===== src/rtl/core/refcounted_page_allocator_top_defines.svh =====
`ifndef REFCOUNTED_PAGE_ALLOCATOR_TOP_DEFINES_SVH
`define REFCOUNTED_PAGE_ALLOCATOR_TOP_DEFINES_SVH

// Same-cycle implication, checked at every rising edge outside reset.
`define RPA_ASSERT_IMP(label, clk, rstn, ante, cons) \
    label: assert property (@(posedge clk) disable iff (!rstn) (ante) |-> (cons)) \
        else $error("assertion failed");

// Next-cycle implication, checked at every rising edge outside reset.
`define RPA_ASSERT_NEXT(label, clk, rstn, ante, cons) \
    label: assert property (@(posedge clk) disable iff (!rstn) (ante) |=> (cons)) \
        else $error("assertion failed");

`endif


===== src/rtl/core/rpa_pkg.sv =====
package rpa_pkg;

    localparam int NUM_PAGES  = 16384;
    localparam int COUNT_BITS = 8;
    localparam int PAGE_W     = $clog2(NUM_PAGES);
    localparam int DEPTH_W    = $clog2(NUM_PAGES + 1);
    localparam int LIMIT_W    = 15;

    typedef enum logic [2:0] {
        ACT_ALLOC   = 3'd0,
        ACT_RELEASE = 3'd1,
        ACT_SEED    = 3'd2,
        ACT_INC     = 3'd3,
        ACT_DEC     = 3'd4,
        ACT_QUERY   = 3'd5
    } action_t;

    typedef enum logic [2:0] {
        ST_OK    = 3'd0,
        ST_EMPTY = 3'd1,
        ST_RANGE = 3'd2,
        ST_FULL  = 3'd3,
        ST_SAT   = 3'd4
    } status_t;

    typedef enum logic {
        REG_LOWEST_PAGE = 1'b0,
        REG_PAGE_LIMIT  = 1'b1
    } reg_idx_t;

    typedef struct packed {
        logic [2:0]        action;
        logic [PAGE_W-1:0] page;
    } in_t;

    typedef struct packed {
        logic [2:0]            status;
        logic [PAGE_W-1:0]     page_out;
        logic [COUNT_BITS-1:0] ref_count;
        logic [DEPTH_W-1:0]    free_pages;
    } out_t;

    typedef struct packed {
        logic                  re;
        logic [PAGE_W-1:0]     raddr;
        logic                  we;
        logic [PAGE_W-1:0]     waddr;
        logic [COUNT_BITS-1:0] wdata;
    } cnt_req_t;

    typedef struct packed {
        logic              re;
        logic [PAGE_W-1:0] raddr;
        logic              we;
        logic [PAGE_W-1:0] waddr;
        logic [PAGE_W-1:0] wdata;
    } stk_req_t;

endpackage


===== src/rtl/core/rpa_ctrl.sv =====
`include "refcounted_page_allocator_top_defines.svh"

module rpa_ctrl (
    input  logic                          aclk,
    input  logic                          aresetn,
    input  logic [rpa_pkg::PAGE_W-1:0]    lowest_page,
    input  logic [rpa_pkg::LIMIT_W-1:0]   page_limit,
    input  logic                          s_valid,
    output logic                          s_ready,
    input  rpa_pkg::in_t                  s_data,
    output logic                          m_valid,
    input  logic                          m_ready,
    output rpa_pkg::out_t                 m_data,
    input  logic                          clr_busy,
    output rpa_pkg::cnt_req_t             cnt_req,
    input  logic [rpa_pkg::COUNT_BITS-1:0] cnt_rdata,
    output rpa_pkg::stk_req_t             stk_req,
    input  logic [rpa_pkg::PAGE_W-1:0]    stk_rdata
);
    import rpa_pkg::*;

    typedef enum logic {
        S_IDLE,
        S_EXEC
    } state_t;

    localparam logic [COUNT_BITS-1:0] COUNT_MAX = '1;

    state_t                state_reg;
    in_t                   item_reg;
    logic [DEPTH_W-1:0]    depth_reg;
    logic [DEPTH_W-1:0]    depth_next;
    logic                  m_valid_reg;
    out_t                  m_data_reg;
    out_t                  result_next;
    logic                  accept;
    logic                  in_range;
    logic [COUNT_BITS-1:0] rel_cnt;

    assign s_ready = (state_reg == S_IDLE) && !clr_busy && (!m_valid_reg || m_ready);
    assign accept  = s_valid && s_ready;

    assign in_range = (item_reg.page >= lowest_page)
                   && ({1'b0, item_reg.page} < page_limit);

    always_comb begin
        rel_cnt = (item_reg.action == ACT_SEED) ? '0 : cnt_rdata;
        if (rel_cnt != '0) begin
            rel_cnt = rel_cnt - COUNT_BITS'(1);
        end
    end

    always_comb begin
        // Both memories are read on the accepting edge; the data is there in S_EXEC.
        cnt_req.re    = accept;
        cnt_req.raddr = s_data.page;
        stk_req.re    = accept;
        stk_req.raddr = depth_reg[PAGE_W-1:0] - PAGE_W'(1);
        result_next.status   = ST_OK;
        result_next.page_out = item_reg.page;
        result_next.ref_count = '0;
        depth_next    = depth_reg;
        cnt_req.we    = 1'b0;
        cnt_req.waddr = item_reg.page;
        cnt_req.wdata = '0;
        stk_req.we    = 1'b0;
        stk_req.waddr = depth_reg[PAGE_W-1:0];
        stk_req.wdata = item_reg.page;
        case (item_reg.action)
            ACT_ALLOC: begin
                if (depth_reg == '0) begin
                    result_next.status = ST_EMPTY;
                end else begin
                    depth_next            = depth_reg - DEPTH_W'(1);
                    result_next.page_out  = stk_rdata;
                    result_next.ref_count = COUNT_BITS'(1);
                    cnt_req.we            = 1'b1;
                    cnt_req.waddr         = stk_rdata;
                    cnt_req.wdata         = COUNT_BITS'(1);
                end
            end
            ACT_RELEASE, ACT_SEED: begin
                if (!in_range) begin
                    result_next.status = ST_RANGE;
                end else begin
                    cnt_req.we            = 1'b1;
                    cnt_req.wdata         = rel_cnt;
                    result_next.ref_count = rel_cnt;
                    if (rel_cnt == '0) begin
                        if (depth_reg == DEPTH_W'(NUM_PAGES)) begin
                            result_next.status = ST_FULL;
                        end else begin
                            stk_req.we = 1'b1;
                            depth_next = depth_reg + DEPTH_W'(1);
                        end
                    end
                end
            end
            ACT_INC: begin
                if (cnt_rdata == COUNT_MAX) begin
                    result_next.status    = ST_SAT;
                    result_next.ref_count = cnt_rdata;
                end else begin
                    cnt_req.we            = 1'b1;
                    cnt_req.wdata         = cnt_rdata + COUNT_BITS'(1);
                    result_next.ref_count = cnt_rdata + COUNT_BITS'(1);
                end
            end
            ACT_DEC: begin
                if (cnt_rdata == '0) begin
                    result_next.status = ST_SAT;
                end else begin
                    cnt_req.we            = 1'b1;
                    cnt_req.wdata         = cnt_rdata - COUNT_BITS'(1);
                    result_next.ref_count = cnt_rdata - COUNT_BITS'(1);
                end
            end
            ACT_QUERY: begin
                result_next.ref_count = cnt_rdata;
            end
            default: begin
                result_next.status = ST_OK;
            end
        endcase
        if (state_reg != S_EXEC) begin
            cnt_req.we = 1'b0;
            stk_req.we = 1'b0;
            depth_next = depth_reg;
        end
        result_next.free_pages = depth_next;
    end

    always_ff @(posedge aclk) begin
        if (!aresetn) begin
            state_reg   <= S_IDLE;
            depth_reg   <= '0;
            m_valid_reg <= 1'b0;
        end else begin
            depth_reg <= depth_next;
            if (m_valid_reg && m_ready) begin
                m_valid_reg <= 1'b0;
            end
            case (state_reg)
                S_IDLE: begin
                    if (accept) begin
                        item_reg  <= s_data;
                        state_reg <= S_EXEC;
                    end
                end
                S_EXEC: begin
                    m_data_reg  <= result_next;
                    m_valid_reg <= 1'b1;
                    state_reg   <= S_IDLE;
                end
                default: begin
                    state_reg <= S_IDLE;
                end
            endcase
        end
    end

    assign m_valid = m_valid_reg;
    assign m_data  = m_data_reg;

    `RPA_ASSERT_IMP(a_depth_bound, aclk, aresetn, 1'b1, depth_reg <= DEPTH_W'(NUM_PAGES))
    `RPA_ASSERT_IMP(a_no_accept_clear, aclk, aresetn, clr_busy, !s_ready)
    `RPA_ASSERT_NEXT(a_accept_exec, aclk, aresetn, accept, state_reg == S_EXEC)
    `RPA_ASSERT_NEXT(a_exec_result, aclk, aresetn, state_reg == S_EXEC, m_valid_reg)

endmodule


===== config.mk =====
export PLATFORM = sky130hd
export DESIGN_NAME = rpa_ctrl
export DESIGN_NICKNAME = d
export VERILOG_FILES = /design/src/rtl/core/rpa_pkg.sv /design/src/rtl/core/rpa_ctrl.sv
export VERILOG_INCLUDE_DIRS = /design/src /design/src/rtl/core
export SDC_FILE = /design/constraint.sdc
export NUM_CORES = 1
export LEC_CHECK = 0
export BUFFER_PORTS_ARGS = -buffer_cell sky130_fd_sc_hd__buf_2
export CORE_ASPECT_RATIO = 1.25
export CORE_MARGIN = 1
export CORE_UTILIZATION = 30
export DETAILED_ROUTE_END_ITERATION = 8
export GPL_ROUTABILITY_DRIVEN = 1
export PLACE_DENSITY = 0.51
export SYNTH_ARGS = -nofsm -noshare
export SYNTH_HDL_FRONTEND = slang
export SYNTH_SLANG_ARGS = --single-unit

===== constraint.sdc =====
create_clock -name aclk -period 5.25 [get_ports aclk]
set_clock_uncertainty 0.1 [all_clocks]
set_input_delay 0.7875 -clock aclk [delete_from_list [all_inputs] [get_ports aclk]]
set_output_delay 0.7875 -clock aclk [all_outputs]
set_load 0.02 [all_outputs]

==> impl_metrics.toml <==
[worst_setup_path]
startpoint_type = "register"
arrival_ns = 3.76
crit_start = "item_reg[16]$_DFFE_PP_"
required_ns = 4.36
endpoint_kind = "output pin"
reg2reg_from = "item_reg[16]$_DFFE_PP_"
cp_max_fo = 14
crit_type = "register to output pin"

[timing]
max-slew-margin-rel_pct = 23.83
fmax_mhz = 215.0
rsz0062_at_grt = "false"
slew_violations = 0
hold_viol = 0
setup_tns_ns = 0
setup_violations = 0
fin_crit_sh_pct = 88.59
setup_ws_ns = 0.5992
fin_crit_ns = 4.651
tightestPinTransition_ns = 1.143

[min_path]
min_path_type = "input pin to register"
hp-start = "s_data[16]"

[yosys]
yosysMostFrequentCell = "buf_4"
synth_top_family_by_area = "simple AND/OR/NAND/NOR gates"
synthTopCellsByCount = "59 x buf_4, 57 x edfxtp_1, 44 x nand2_1"
synth-edff-count = 57
synth_cells = 594
yosys.area.top_type = "edfxtp_1"
synth_nets = 702
netlist_area_sq_mm = 0.005499
synth_fa_ha_area_share_pct = 7.964
ys_warn_count = 0
avgSynthCellArea_sq_um = 9.258
synth_seq_cells = 74
synth_cell_types = 71
synthMuxAreaShare_pct = 3.436
synth_top_area_share_pct = 31.13
yosys.area_share.simple_pct = 19.16
ys.flop_type = "edfxtp_1"
synthTopCellsByArea = "edfxtp_1 31%, buf_4 8.1%, ha_1 8.0%, dfxtp_1 6.2%, mux2_2 3.1%"
synth_compound_area_share_pct = 15.59
synth-seq-area-share_pct = 37.32
async_reset_ff_share_pct = 0
synth_xor_xnor_area_share_pct = 3.185

[routing]
topRoutingLayerUsed = "met4"
postRouteAntennaNets = 0
wl_met2_um = 8379
drt_iter0_drc = 234
finalWirelength_um = 16660
first_pass_iters = 4
drcViolationCount = 0
met1_length_um = 6635
dr_total_vias = 4845
drt-wirelength-per-cell_um = 17.59
dr_wl_met3_um = 1183
vias_per_cell = 5.116

[global_route]
antenna_found_initial = 0
grt_pass1_vias = 4883
grt_overflow = 0
grt_use_total_pct = 17.91
grt_pass1_wl_um = 25670
grt_start_max_net_pins = 41

[layout]
nNetsFinal = 822
seq_area_sq_mm = 0.002052
largest_register_ff_count = 40
multiInputGateArea_sq_mm = 0.002725
fill_cells = 1896
drive_gt1_share_pct = 34.63
syn2layout_area_growth_pct = 18.34
num_antenna_cells = 0
fin_area_sq_mm = 0.006507

[place]
gp_congestion = 0.8493
preCtsSetupSlack_ns = 0.8874
dpl_cell_area_sq_mm = 0.006227
port_buffers = 196
dp_hpwl_um = 12640

[clock_tree]
cts_resized = 0
tritoncts = "yes"
ctsHoldBuffers = 0
clk_latency_ns = 0.35
cts_made_buffers = 9
clock-sinks = 74
h-tree-depth = 3
post_cts_buffers = 0
path_clk_slew_ns = 0.06
clockBufferDepth = 2
cts_root_buf = "clkbuf_16"

[floorplan]
fp.dieH_um = 153.4
dieArea_sq_mm = 0.01888
die_w_um = 123.1
io_pins = 197
coreArea_sq_mm = 0.01803
num_rows = 55
start_util_pct = 30.50

[power_and_ir_drop]
cellLeakagePower_uw = 0.002909
power_density_mw_per_mm2 = 221.1
vdd_drop_max_mv = 0.1133

[run_status]
status = "finished clean"

[run]
drv_cap = 0
## layout by cell type, fill, tap and decap left out, types with 13 or more instances in the layout
master / Yosys / layout
a21oi_1: 28 / 28
buf_2: 8 / 196
nor2_1: 33 / 33
dfxtp_1: 17 / 17
edfxtp_1: 57 / 57
nand2_1: 44 / 44
inv_1: 40 / 40
nor3_1: 13 / 13
nand3_1: 20 / 20
mux2_2: 15 / 15
o21ai_0: 18 / 18
ha_1: 35 / 35
## cells by family after synthesis
group,count (synthesis)
AOI/OAI and AO/OA,125
xor gates and xnor gates,20
adders and majority gates,35
buffers and inverters,132
DFF,74
muxes,17
and+or+nand+nor,191
## per-layer routing
metal	vias to the layer above	GRT usage, %
li1	2331	-
met1	2268	20.14
met2	215	31.14
met3	31	3.918
met4	0	9.352
met5	-	0
## cell type report
type                            count  area share (%)
Tap cell                          228           4.384
Inverter                           41           2.365
Sequential cell                    74           31.53
Timing Repair Buffer              200           15.54
Multi-Input combinational cell    388           41.88
Clock buffer                       11           3.730
Clock inverter                      5          0.5768
## critical path, cell delays in order (launching register included)
cell	delay [ns]
edfxtp_1	0.54
or3b_1	0.60
nand2_1	0.22
ha_1	0.30
nor3b_1	0.23
mux2_2	0.37
a22oi_2	0.20
nand3b_1	0.18
nor2_1	0.20
nand2_1	0.12
nor3_1	0.25
buf_2	0.22
## report_power, final
part           leakage [uW]  total (uW)  internal, uW  switching (uW)
Combinational       0.00211         195          73.2             122
Clock              0.000132         598           335             263
Sequential         0.000665         646           639            7.11
## metrics by stage
stage	hold slack (ns)	total power, uW	cells	utilization, %
after floorplan	0.3966	790.6	594	-
after global placement	0.5183	854.9	931	34.54
after detailed placement	0.5310	855.7	931	34.54
after CTS	0.5036	1459	947	36.09
after global routing	0.5053	1495	947	36.09
final	0.5197	1439	947	36.09
## final timing paths
| kind | endpoint | slack [ns] | cells after the start |
|---|---|---|---|
| worst max-delay path | stk_req[28] | 0.60 | 11 |
| worst min register to register | m_valid$_SDFFE_PN0P_ | 0.53 | 2 |
| worst max register to register | depth_reg[7]$_SDFF_PN0_ | 1.07 | 12 |
| worst min-delay path | item_reg[16]$_DFFE_PP_ | 0.52 | 1 |
Note: power is estimated with default switching activity, not from simulation.
